===== config.mk =====
export PLATFORM = sky130hd
export DESIGN_NAME = sorted_integer_set_flat
export DESIGN_NICKNAME = d
export VERILOG_FILES = /design/src/rtl/ssi_pkg.sv /design/src/rtl/ssi_ifs.sv /design/src/rtl/ssi_cell.sv /design/src/rtl/sorted_integer_set.sv /design/src/flat_wrapper.sv
export SDC_FILE = /design/constraint.sdc
export NUM_CORES = 2
export LEC_CHECK = 0
export ABC_AREA = 1
export BUFFER_PORTS_ARGS = -buffer_cell sky130_fd_sc_hd__buf_2
export CAP_MARGIN = 40
export CELL_PAD_IN_SITES_DETAIL_PLACEMENT = 1
export CELL_PAD_IN_SITES_GLOBAL_PLACEMENT = 1
export CORE_UTILIZATION = 45
export CTS_CLUSTER_SIZE = 25
export DETAILED_ROUTE_END_ITERATION = 6
export GPL_TIMING_DRIVEN = 0
export HOLD_SLACK_MARGIN = 0.06
export PLACE_DENSITY = 0.8
export RECOVER_POWER = 100
export SYNTH_ARGS = -nofsm -noshare
export SYNTH_HDL_FRONTEND = slang
export SYNTH_HIERARCHICAL = 1
export SYNTH_SLANG_ARGS = --single-unit
export TNS_END_PERCENT = 1

===== constraint.sdc =====
create_clock -name clk_i -period 4.96 [get_ports clk_i]
set_input_delay 0.496 -clock clk_i [delete_from_list [all_inputs] [get_ports clk_i]]
set_output_delay 0.496 -clock clk_i [all_outputs]
set_load 0.005 [all_outputs]

===== src/rtl/ssi_pkg.sv =====
// Package of the sorted integer set: sizes, command codes, state and control types.
package ssi_pkg;

  localparam int unsigned CAPACITY   = 32;
  localparam int unsigned CmdW       = 2;
  localparam int unsigned ValueW     = 32;
  localparam int unsigned CountOutW  = 6;

  typedef enum logic [CmdW-1:0] {
    CMD_INSERT = 2'd0,
    CMD_DELETE = 2'd1,
    CMD_QUERY  = 2'd2
  } command_e;

  typedef enum logic {
    ST_IDLE,
    ST_UPDATE
  } state_e;

  typedef struct packed {
    logic lookup;
    logic update;
    logic do_insert;
    logic do_delete;
  } cell_ctrl_t;

endpackage


===== src/rtl/ssi_ifs.sv =====
// Handshake interfaces for the command and result channels.
interface ssi_in_if;
  logic                                valid;
  logic                                ready;
  logic [ssi_pkg::CmdW-1:0]            command;
  logic signed [ssi_pkg::ValueW-1:0]   item_value;

  modport source (output valid, output command, output item_value, input ready);
  modport sink   (input valid, input command, input item_value, output ready);
endinterface

interface ssi_out_if;
  logic                                valid;
  logic                                ready;
  logic                                was_present;
  logic [ssi_pkg::CountOutW-1:0]       element_count;
  logic                                insert_dropped;

  modport source (output valid, output was_present, output element_count,
                  output insert_dropped, input ready);
  modport sink   (input valid, input was_present, input element_count,
                  input insert_dropped, output ready);
endinterface


===== src/rtl/ssi_cell.sv =====
// One cell of the sorted entry row: compare against the key, then shift or load.
module ssi_cell #(
  parameter int unsigned Index = 0,
  parameter int unsigned CntW  = 6
) (
  input  logic                               clk_i,
  input  ssi_pkg::cell_ctrl_t                ctrl_i,
  input  logic [CntW-1:0]                    count_i,
  input  logic signed [ssi_pkg::ValueW-1:0]  cmp_key_i,
  input  logic signed [ssi_pkg::ValueW-1:0]  ins_key_i,
  input  logic signed [ssi_pkg::ValueW-1:0]  left_entry_i,
  input  logic                               left_lt_i,
  input  logic signed [ssi_pkg::ValueW-1:0]  right_entry_i,
  output logic signed [ssi_pkg::ValueW-1:0]  entry_o,
  output logic                               lt_o,
  output logic                               eq_o
);

  logic signed [ssi_pkg::ValueW-1:0] entry_q;
  logic                              lt_q;
  logic                              eq_q;
  logic                              occupied;

  assign occupied = count_i > CntW'(Index);

  always_ff @(posedge clk_i) begin
    if (ctrl_i.lookup) begin
      lt_q <= occupied && (entry_q < cmp_key_i);
      eq_q <= occupied && (entry_q == cmp_key_i);
    end
    if (ctrl_i.update && !lt_q) begin
      if (ctrl_i.do_insert) begin
        entry_q <= left_lt_i ? ins_key_i : left_entry_i;
      end else if (ctrl_i.do_delete) begin
        entry_q <= right_entry_i;
      end
    end
  end

  assign entry_o = entry_q;
  assign lt_o    = lt_q;
  assign eq_o    = eq_q;

endmodule


===== src/rtl/sorted_integer_set.sv =====
// A command is taken in the idle state, where the cell row compares against its key; the
// update state then shifts the row and loads the output register, independent of CAPACITY.
// No new command is taken until the update state has finished.
// A result waiting in the output register stalls only the shift cycle.
// Reset clears the count (empty set) and the control state; entries stay undefined.
// Top level of the sorted integer set: cell row, sequencer and result register.
module sorted_integer_set #(
  parameter int unsigned CAPACITY = ssi_pkg::CAPACITY
) (
  input  logic        clk_i,
  input  logic        rst_ni,
  ssi_in_if.sink      in_i,
  ssi_out_if.source   out_o
);

  localparam int unsigned CntW = $clog2(CAPACITY + 1);

  ssi_pkg::state_e                    state_q, state_d;
  ssi_pkg::cell_ctrl_t                ctrl;
  logic [CntW-1:0]                    count_q, count_d;
  logic [ssi_pkg::CmdW-1:0]           cmd_q;
  logic signed [ssi_pkg::ValueW-1:0]  key_q;

  logic signed [ssi_pkg::ValueW-1:0]  entries [CAPACITY];
  logic [CAPACITY-1:0]                lt_vec;
  logic [CAPACITY-1:0]                eq_vec;

  logic present, full, fire, accept;
  logic is_insert, is_delete;

  logic                               out_valid_q, out_valid_d;
  logic                               present_q;
  logic [ssi_pkg::CountOutW-1:0]      count_out_q;
  logic                               dropped_q;
  logic [CntW+ssi_pkg::CountOutW-1:0] count_ext;

  assign present   = |eq_vec;
  assign full      = count_q == CntW'(CAPACITY);
  assign is_insert = cmd_q == ssi_pkg::CMD_INSERT;
  assign is_delete = cmd_q == ssi_pkg::CMD_DELETE;
  assign accept    = in_i.valid && in_i.ready;

  always_comb begin
    state_d        = state_q;
    in_i.ready     = 1'b0;
    fire           = 1'b0;
    ctrl           = '0;
    count_d        = count_q;
    unique case (state_q)
      ssi_pkg::ST_IDLE: begin
        in_i.ready  = 1'b1;
        ctrl.lookup = in_i.valid;
        if (in_i.valid) begin
          state_d = ssi_pkg::ST_UPDATE;
        end
      end
      ssi_pkg::ST_UPDATE: begin
        fire           = !out_valid_q || out_o.ready;
        ctrl.update    = fire;
        ctrl.do_insert = is_insert && !present && !full;
        ctrl.do_delete = is_delete && present;
        if (fire) begin
          state_d = ssi_pkg::ST_IDLE;
          if (ctrl.do_insert) begin
            count_d = count_q + 1'b1;
          end else if (ctrl.do_delete) begin
            count_d = count_q - 1'b1;
          end
        end
      end
      default: state_d = ssi_pkg::ST_IDLE;
    endcase
  end

  always_ff @(posedge clk_i or negedge rst_ni) begin
    if (!rst_ni) begin
      state_q     <= ssi_pkg::ST_IDLE;
      count_q     <= '0;
      out_valid_q <= 1'b0;
    end else begin
      state_q     <= state_d;
      count_q     <= count_d;
      out_valid_q <= out_valid_d;
    end
  end

  assign out_valid_d = fire || (out_valid_q && !out_o.ready);

  always_ff @(posedge clk_i) begin
    if (accept) begin
      cmd_q <= in_i.command;
      key_q <= in_i.item_value;
    end
  end

  assign count_ext = {{ssi_pkg::CountOutW{1'b0}}, count_d};

  always_ff @(posedge clk_i) begin
    if (fire) begin
      present_q   <= present;
      count_out_q <= count_ext[ssi_pkg::CountOutW-1:0];
      dropped_q   <= is_insert && !present && full;
    end
  end

  for (genvar i = 0; i < CAPACITY; i++) begin : g_cell
    logic signed [ssi_pkg::ValueW-1:0] left_entry, right_entry;
    logic                              left_lt;

    if (i == 0) begin : g_first
      assign left_entry = entries[i];
      assign left_lt    = 1'b1;
    end else begin : g_mid
      assign left_entry = entries[i-1];
      assign left_lt    = lt_vec[i-1];
    end

    if (i == CAPACITY - 1) begin : g_last
      assign right_entry = entries[i];
    end else begin : g_inner
      assign right_entry = entries[i+1];
    end

    ssi_cell #(
      .Index (i),
      .CntW  (CntW)
    ) u_cell (
      .clk_i         (clk_i),
      .ctrl_i        (ctrl),
      .count_i       (count_q),
      .cmp_key_i     (in_i.item_value),
      .ins_key_i     (key_q),
      .left_entry_i  (left_entry),
      .left_lt_i     (left_lt),
      .right_entry_i (right_entry),
      .entry_o       (entries[i]),
      .lt_o          (lt_vec[i]),
      .eq_o          (eq_vec[i])
    );
  end

  assign out_o.valid          = out_valid_q;
  assign out_o.was_present    = present_q;
  assign out_o.element_count  = count_out_q;
  assign out_o.insert_dropped = dropped_q;

endmodule


===== src/flat_wrapper.sv =====
// flat-port wrapper written by rule: the top's interface ports become plain ports
module sorted_integer_set_flat 
#(
  parameter int unsigned CAPACITY = ssi_pkg::CAPACITY
)
  (clk_i, rst_ni, in_i_valid, in_i_command, in_i_item_value, in_i_ready, out_o_valid, out_o_was_present, out_o_element_count, out_o_insert_dropped, out_o_ready);
  ssi_in_if in_i_i ();
  ssi_out_if out_o_i ();
  input  logic clk_i;
  input  logic rst_ni;
  input wire logic [$bits(in_i_i.valid)-1:0] in_i_valid;
  input wire logic [$bits(in_i_i.command)-1:0] in_i_command;
  input wire logic [$bits(in_i_i.item_value)-1:0] in_i_item_value;
  output wire logic [$bits(in_i_i.ready)-1:0] in_i_ready;
  output wire logic [$bits(out_o_i.valid)-1:0] out_o_valid;
  output wire logic [$bits(out_o_i.was_present)-1:0] out_o_was_present;
  output wire logic [$bits(out_o_i.element_count)-1:0] out_o_element_count;
  output wire logic [$bits(out_o_i.insert_dropped)-1:0] out_o_insert_dropped;
  input wire logic [$bits(out_o_i.ready)-1:0] out_o_ready;
  assign in_i_i.valid = in_i_valid;
  assign in_i_i.command = in_i_command;
  assign in_i_i.item_value = in_i_item_value;
  assign in_i_ready = in_i_i.ready;
  assign out_o_valid = out_o_i.valid;
  assign out_o_was_present = out_o_i.was_present;
  assign out_o_element_count = out_o_i.element_count;
  assign out_o_insert_dropped = out_o_i.insert_dropped;
  assign out_o_i.ready = out_o_ready;
  sorted_integer_set #(.CAPACITY(CAPACITY)) u_core (.clk_i(clk_i), .rst_ni(rst_ni), .in_i(in_i_i), .out_o(out_o_i));
endmodule

After elaboration in Yosys (flattened, before gate mapping)
Index checks and enable logic that the tools add are counted.
W data, S select, Z words.
{"block": "totals", "rom_bits": 0, "regBits": 1138, "memories": 0, "output_inout_bits": 10, "latch_bits": 0, "ramBits": 0}
{"block": "op_classes", "add_sub_neg": 2, "n_reduce_logical": 175, "n_lt_le_gt_ge": 64, "n_shift": 0, "n_div": 0, "mux": 104, "n_bitwise": 1, "n_eq_ne": 34, "multipliers": 0}
{"operator": "$mux W32", "n": 93}
{"operator": "$eq A32 B32 Y1", "n": 32}
{"operator": "$lt A32 B32 Y1", "n": 32}
{"operator": "$logic_and A1 B1 Y1", "n": 102}
{"operator": "$gt A6 B5 Y1 const B", "n": 16}
{"operator": "$reduce_and A2 Y1", "n": 32}
{"operator": "$gt A6 B4 Y1 const B", "n": 8}
{"operator": "$logic_not A1 Y1", "n": 36}
{"operator": "$reduce_or A32 Y1", "n": 1}
{"operator": "$gt A6 B3 Y1 const B", "n": 4}
{"operator": "$mux W6", "n": 4}
{"operator": "$gt A6 B1 Y1 const B", "n": 2}
{"operator": "$gt A6 B2 Y1 const B", "n": 2}
{"operator": "$add A6 B1 Y6 const B", "n": 1}
{"operator": "$eq A6 B6 Y1 const B", "n": 1}
{"operator": "$sub A6 B1 Y6 const B", "n": 1}
{"operator": "$mux W1", "n": 5}
{"operator": "$mux W3", "n": 1}
{"operator": "$eq A2 B1 Y1 const B", "n": 1}
{"operator": "$logic_not A2 Y1", "n": 1}
{"operator": "$logic_or A1 B1 Y1", "n": 2}
{"operator": "$pmux W1 S2", "n": 1}
{"operator": "$reduce_bool A2 Y1", "n": 1}
{"operator": "$not A1 Y1", "n": 1}

Depth between registers and ports, before layout
{"block": "depth", "ltp_word": 7, "depth_mapped": 16, "ltp_nobuf": 16}

By module
Netlist, hierarchy kept.
{"module": "ssi_cell at u_core.g_cell[0].u_cell ...", "cells_each": 334, "area_each_um2": 2632.5, "n_inst": 2}
{"module": "ssi_cell at u_core.g_cell[12].u_cell ...", "cells_each": 334, "area_each_um2": 2625.0, "n_inst": 2}
{"module": "ssi_cell at u_core.g_cell[19].u_cell ...", "cells_each": 334, "area_each_um2": 2621.3, "n_inst": 2}
{"module": "ssi_cell at u_core.g_cell[18].u_cell ...", "cells_each": 328, "area_each_um2": 2588.7, "n_inst": 2}
{"module": "ssi_cell at u_core.g_cell[1].u_cell", "cells_each": 334, "area_each_um2": 2640.0, "n_inst": 1}
{"module": "ssi_cell at u_core.g_cell[13].u_cell", "cells_each": 332, "area_each_um2": 2636.3, "n_inst": 1}
{"module": "ssi_cell at u_core.g_cell[21].u_cell", "cells_each": 328, "area_each_um2": 2621.3, "n_inst": 1}
{"module": "ssi_cell at u_core.g_cell[25].u_cell", "cells_each": 333, "area_each_um2": 2618.8, "n_inst": 1}
{"module": "ssi_cell at u_core.g_cell[11].u_cell", "cells_each": 330, "area_each_um2": 2615.0, "n_inst": 1}
{"module": "ssi_cell at u_core.g_cell[9].u_cell", "cells_each": 332, "area_each_um2": 2612.5, "n_inst": 1}
{"module": "ssi_cell at u_core.g_cell[24].u_cell", "cells_each": 328, "area_each_um2": 2596.2, "n_inst": 1}
{"module": "ssi_cell at u_core.g_cell[28].u_cell", "cells_each": 331, "area_each_um2": 2596.2, "n_inst": 1}
{"module": "ssi_cell at u_core.g_cell[30].u_cell", "cells_each": 329, "area_each_um2": 2596.2, "n_inst": 1}
{"module": "ssi_cell at u_core.g_cell[20].u_cell", "cells_each": 328, "area_each_um2": 2590.0, "n_inst": 1}
{"module": "15 more rows"}

Worst setup path before layout
Ideal clock, no wire load.
{"block": "synth_path", "path_type": "register to register", "from": "register u_core.count_q[4]", "to": "register u_core.g_cell[15].u_cell.entry_q, in the netlist u_core/g_cell[15].u_cell/entry_o[0], enable pin", "setup_time_ns": 0.421, "path_buffers": 2, "arrival_time_ns": 5.011, "period_less_slack_ns": 5.432, "stages_incl_launch_ff": 9, "setup_slack_ns": -0.472, "path_cell_list": "dfrtp_1 -> buf_2 -> nor3_2 -> nand3_1 -> nand3_4 -> nor2_1 -> buf_2 -> o21ai_0 -> nor2_1"}
{"item": "start: declaration", "line": "sorted_integer_set.sv:20", "text": "logic [CntW-1:0] count_q, count_d;"}
{"item": "start signal: assignment", "line": "sorted_integer_set.sv:82", "text": "count_q <= count_d;"}
{"item": "end signal: assignment", "line": "ssi_cell.sv:33", "text": "entry_q <= left_lt_i ? ins_key_i : left_entry_i;"}
{"item": "end signal: assignment", "line": "ssi_cell.sv:35", "text": "entry_q <= right_entry_i;"}
{"item": "end: declaration", "line": "ssi_cell.sv:19", "text": "logic signed [ssi_pkg::ValueW-1:0] entry_q;"}

Worst setup path in the final report
{"block": "layout_path", "from": "input port in_i_item_value[31]", "to": "register u_core.g_cell[19].u_cell.lt_q, data pin"}
{"block": "layout_via", "elab_chain_len": 2}
{"item": "start: declaration", "line": "flat_wrapper.sv:13", "text": "input wire logic [$bits(in_i_i.item_value)-1:0] in_i_item_value;"}
{"item": "$lt A32 B32 Y1", "line": "ssi_cell.sv:28", "text": "lt_q <= occupied && (entry_q < cmp_key_i);"}
{"item": "$logic_and A1 B1 Y1", "line": "ssi_cell.sv:28"}
{"item": "end signal: assignment", "line": "ssi_cell.sv:28"}
{"item": "end: declaration", "line": "ssi_cell.sv:20", "text": "logic lt_q;"}
Every way passes these cells.
A chain may end at the register's enable or synchronous reset.

==> flow_summary.json <==
{
  "worstMarginPinSlew_ns": 4.37,
  "outcome": "finished with violations",
  "cellLeakagePower_nw": 43.3,
  "area_growth_syn_to_layout_pct": 13.7,
  "hold_violations": 0,
  "stdcell_area_mm2": 0.0969,
  "cts-root-buf": "clkbuf_16",
  "ctsHtreeMaxLevel": 4,
  "wl_per_cell_um": 27.2,
  "postCtsSetupBuffers": 0,
  "arrival_ns": 5.45,
  "rsz0062_at_grt": "no",
  "final_layout_size_suffix_gt1_share_pct": 8.71,
  "total_power_mw": 31.3,
  "cp_data_required_time_ns": 5.54,
  "grt.overflow.total": 0,
  "path_max_fanout": 33,
  "place_area_mm2": 0.0926,
  "ctsLongestPathBuffers": 3,
  "met2_usage_pct": 63.9,
  "portBuffers": 47,
  "drtIter0Drc": 7548,
  "cts.sinks": 1138,
  "cts_tree": "done",
  "synth_ff_type": "edfxtp_1",
  "grt_max_degree": 34,
  "dr.pass1.iters": 7,
  "track_usage_pct": 38.2,
  "grt_use_met3_pct": 7.60,
  "setup.worst_path.start_class": "primary input",
  "period_share_pct": 98.3,
  "ir_drop_mv": 0.325,
  "drc": 4,
  "yosysSeqAreaShare_pct": 40.1,
  "max_cap_viol_count": 29,
  "antenna_found_initial": 18,
  "finalCriticalPeriod_ns": 4.87,
  "dp_hpwl_um": 283000,
  "final_util_pct": 51.5,
  "grt_pass1_wl_um": 543000,
  "r2r_slack_ns": 0.23,
  "yosys_warnings": 6,
  "clock_latency_ns": 0.84,
  "violations": "DRC, capacitance limit, slew limit",
  "power_density_mw_per_mm2": 323,
  "synthCells": 10700,
  "final_antenna_net_count": 0,
  "grt_pass1_vias": 88100,
  "die_y_um": 437,
  "vias": 83000,
  "vias_per_cell": 6.05,
  "synth-async-reset-ratio_pct": 0.703,
  "synth_cell_types": 55,
  "core_area_mm2": 0.188,
  "synth_edf_count": 1130,
  "clk_pin_slew_worst_paths_ns": 0.06,
  "fin_setup_tns_ns": 0,
  "avgSynthCellArea_um2": 7.95,
  "fin_skew_ns": 0.0378,
  "grt_util_met1_pct": 41.7,
  "maxSlewViolCount": 696,
  "synth.ff_latch_count": 1138,
  "die-width_um": 437,
  "hp-class": "primary input to flip-flop",
  "synthesis.area_mm2": 0.0852,
  "post_cts_resized": 0,
  "ios": 48,
  "die-area_mm2": 0.191,
  "num_rows": 159,
  "wirelength_um": 373000,
  "grt.busiest_layer": "met2",
  "cts_buffers": 139,
  "nFillCells": 22700,
  "maxClockFrequency_mhz": 205,
  "nets": 12200,
  "path_class": "primary input to flip-flop",
  "gp_congestion": 0.943,
  "syn_nets": 11800,
  "maxSlewHeadroom_pct": -192,
  "start_util_pct": 45.3,
  "cp-end-kind": "flip-flop",
  "setup_viol_count_final": 0
}
[layer usage]
layer | vias up | part of all wire [%]
met5 | - | 0.026
met4 | 14 | 9.7
li1 | 36600 | -
met3 | 1726 | 7.9
met2 | 4143 | 47
met1 | 40500 | 35
[flip-flops by register name, summed over array words and instances (netlist names)]
register and flops:
u_core/out_o.valid 1, u_core/out_o.insert_dropped 1, u_core/cmd_q 2, u_core/g_cell.u_cell/eq_o 32
u_core/g_cell.u_cell/lt_o 32, u_core/count_q 6, u_core/state_q 1, u_core/out_o.was_present 1
u_core/g_cell.u_cell/entry_o 1024, u_core/key_q 32, u_core/out_o.element_count 6
[power by group]
part / switching (mW) / internal (mW) / total [mW] / leakage [nW]
combinational: 6.56 / 2.78 / 9.35 / 34.1
clock: 4.59 / 5.91 / 10.5 / 2.18
sequential: 0.529 / 10.9 / 11.5 / 6.99
total: 11.7 / 19.6 / 31.3 / 43.3
[critical path, stage by stage]
cell      delay, ns
buf_4          0.08
clkbuf_1       3.04
inv_1          0.24
ha_1           0.54
nand2_1        0.08
nor2_1         0.16
nand2_1        0.16
nor2_1         0.31
nand2_2        0.12
a21oi_1        0.14
nor2_1         0.07
[cell usage after synthesis (4+ instances only)]
cell type	n	area [um^2]
nor3_1	14	70.1
a21oi_2	12	105
nand2_2	118	738
nand3_4	5	87.6
nand4_1	50	313
ha_1	1027	12800
inv_2	46	173
inv_1	1383	5190
and3_1	6	37.5
o21a_1	52	390
nor3_2	8	80.1
nor4_2	9	113
o21a_2	10	87.6
buf_2	269	1350
a31oi_1	1031	6450
nand2_1	3207	12000
buf_1	44	165
a21o_1	34	255
clkinv_1	6	22.5
o21ai_1	11	55.1
a21oi_1	410	2050
nor2_1	1319	4950
or2_2	4	25.0
nand3_1	62	310
nand4_2	23	288
o21ai_0	74	370
a21o_2	12	105
edfxtp_1	1130	33900
nor4_1	4	25.0
nor2_2	78	488
a21oi_4	19	309
and3_2	7	52.6
nand3_2	25	250
nor2_4	39	439
or3_1	4	25.0
clkbuf_1	138	518
dfrtp_1	8	200
[path summary, 6_finish.rpt]
path,startpoint,to,cells after the start
max in group asynchronous,rst_ni,u_core/count_q[5]$_DFF_PN0_,3
max reg2reg,u_core/g_cell[0].u_cell/eq_o$_DFFE_PP_,u_core/g_cell[22].u_cell/entry_o[2]$_DFFE_PP_,12
max,in_i_item_value[31],u_core/g_cell[19].u_cell/lt_o$_DFFE_PP_,11
min reg2reg,u_core/cmd_q[0]$_DFFE_PP_,u_core/out_o.insert_dropped$_DFFE_PP_,1
min in group asynchronous,rst_ni,u_core/count_q[3]$_DFF_PN0_,3
min,in_i_command[1],u_core/cmd_q[1]$_DFFE_PP_,2
[cell usage in the layout (no fill, tap or decap), drive strengths merged, types with 2 or more instances in the layout]
master          n
ha           1027
or2             5
a211o           3
inv          1437
o21a           62
or3             4
xnor2           2
edfxtp       1130
nor4           16
a21oi         441
clkbuf        470
dfrtp           8
xor2            2
nand3          92
o21ai          85
buf           367
nand3b          2
and3b           2
a21o           46
nor3           22
bufinv         13
dlygate4sd3     6
clkinv         64
diode          15
nor2         1437
a31oi        1031
nand2        3325
and3           13
nand4          74
clkinvlp        2
a31o            2
[through the flow]
step           cells  hold slack (ns)  setup WS, ns
2_1_floorplan  10700            0.200        -0.262
3_3_place_gp   13300            0.346         -6.18
3_5_place_dp   13400            0.362         0.628
4_1_cts        13700            0.168         0.581
5_1_grt        13700            0.391         0.249
6_report       13700            0.394        0.0863
[cells by family after synthesis]
| family | after synthesis | synth area share, % |
|---|---|---|
| adder cells (fa/ha/maj) | 1027 | 15.1 |
| XOR/XNOR | 4 | 0.0411 |
| AND/OR/NAND/NOR | 4992 | 24.0 |
| AO/OA/AOI/OAI | 1675 | 12.1 |
| other | 1 | 0.00440 |
| buffers and inverters | 1886 | 8.70 |
| flip-flops | 1138 | 40.1 |
[final cells by class]
type	instances	area, um^2	area share (%)
clock buffers	172	3630	3.75
flip-flops and latches	1138	34100	35.2
multi-input cells	7699	43700	45.1
well taps	2495	3120	3.22
clock inverters	81	823	0.850
repair buffers	222	4160	4.29
diodes	15	37.5	0.0387
plain buffers	451	1940	2.00
inverters	1435	5390	5.56
[timing repair]
| item | in CTS | in global routing |
|---|---|---|
| endpoints found under the hold margin | 12 | 0 |
| hold buffers | 6 | 0 |
| endpoints found under the setup margin | 0 | 0 |
No activity file was read; power rests on OpenSTA's default activity.
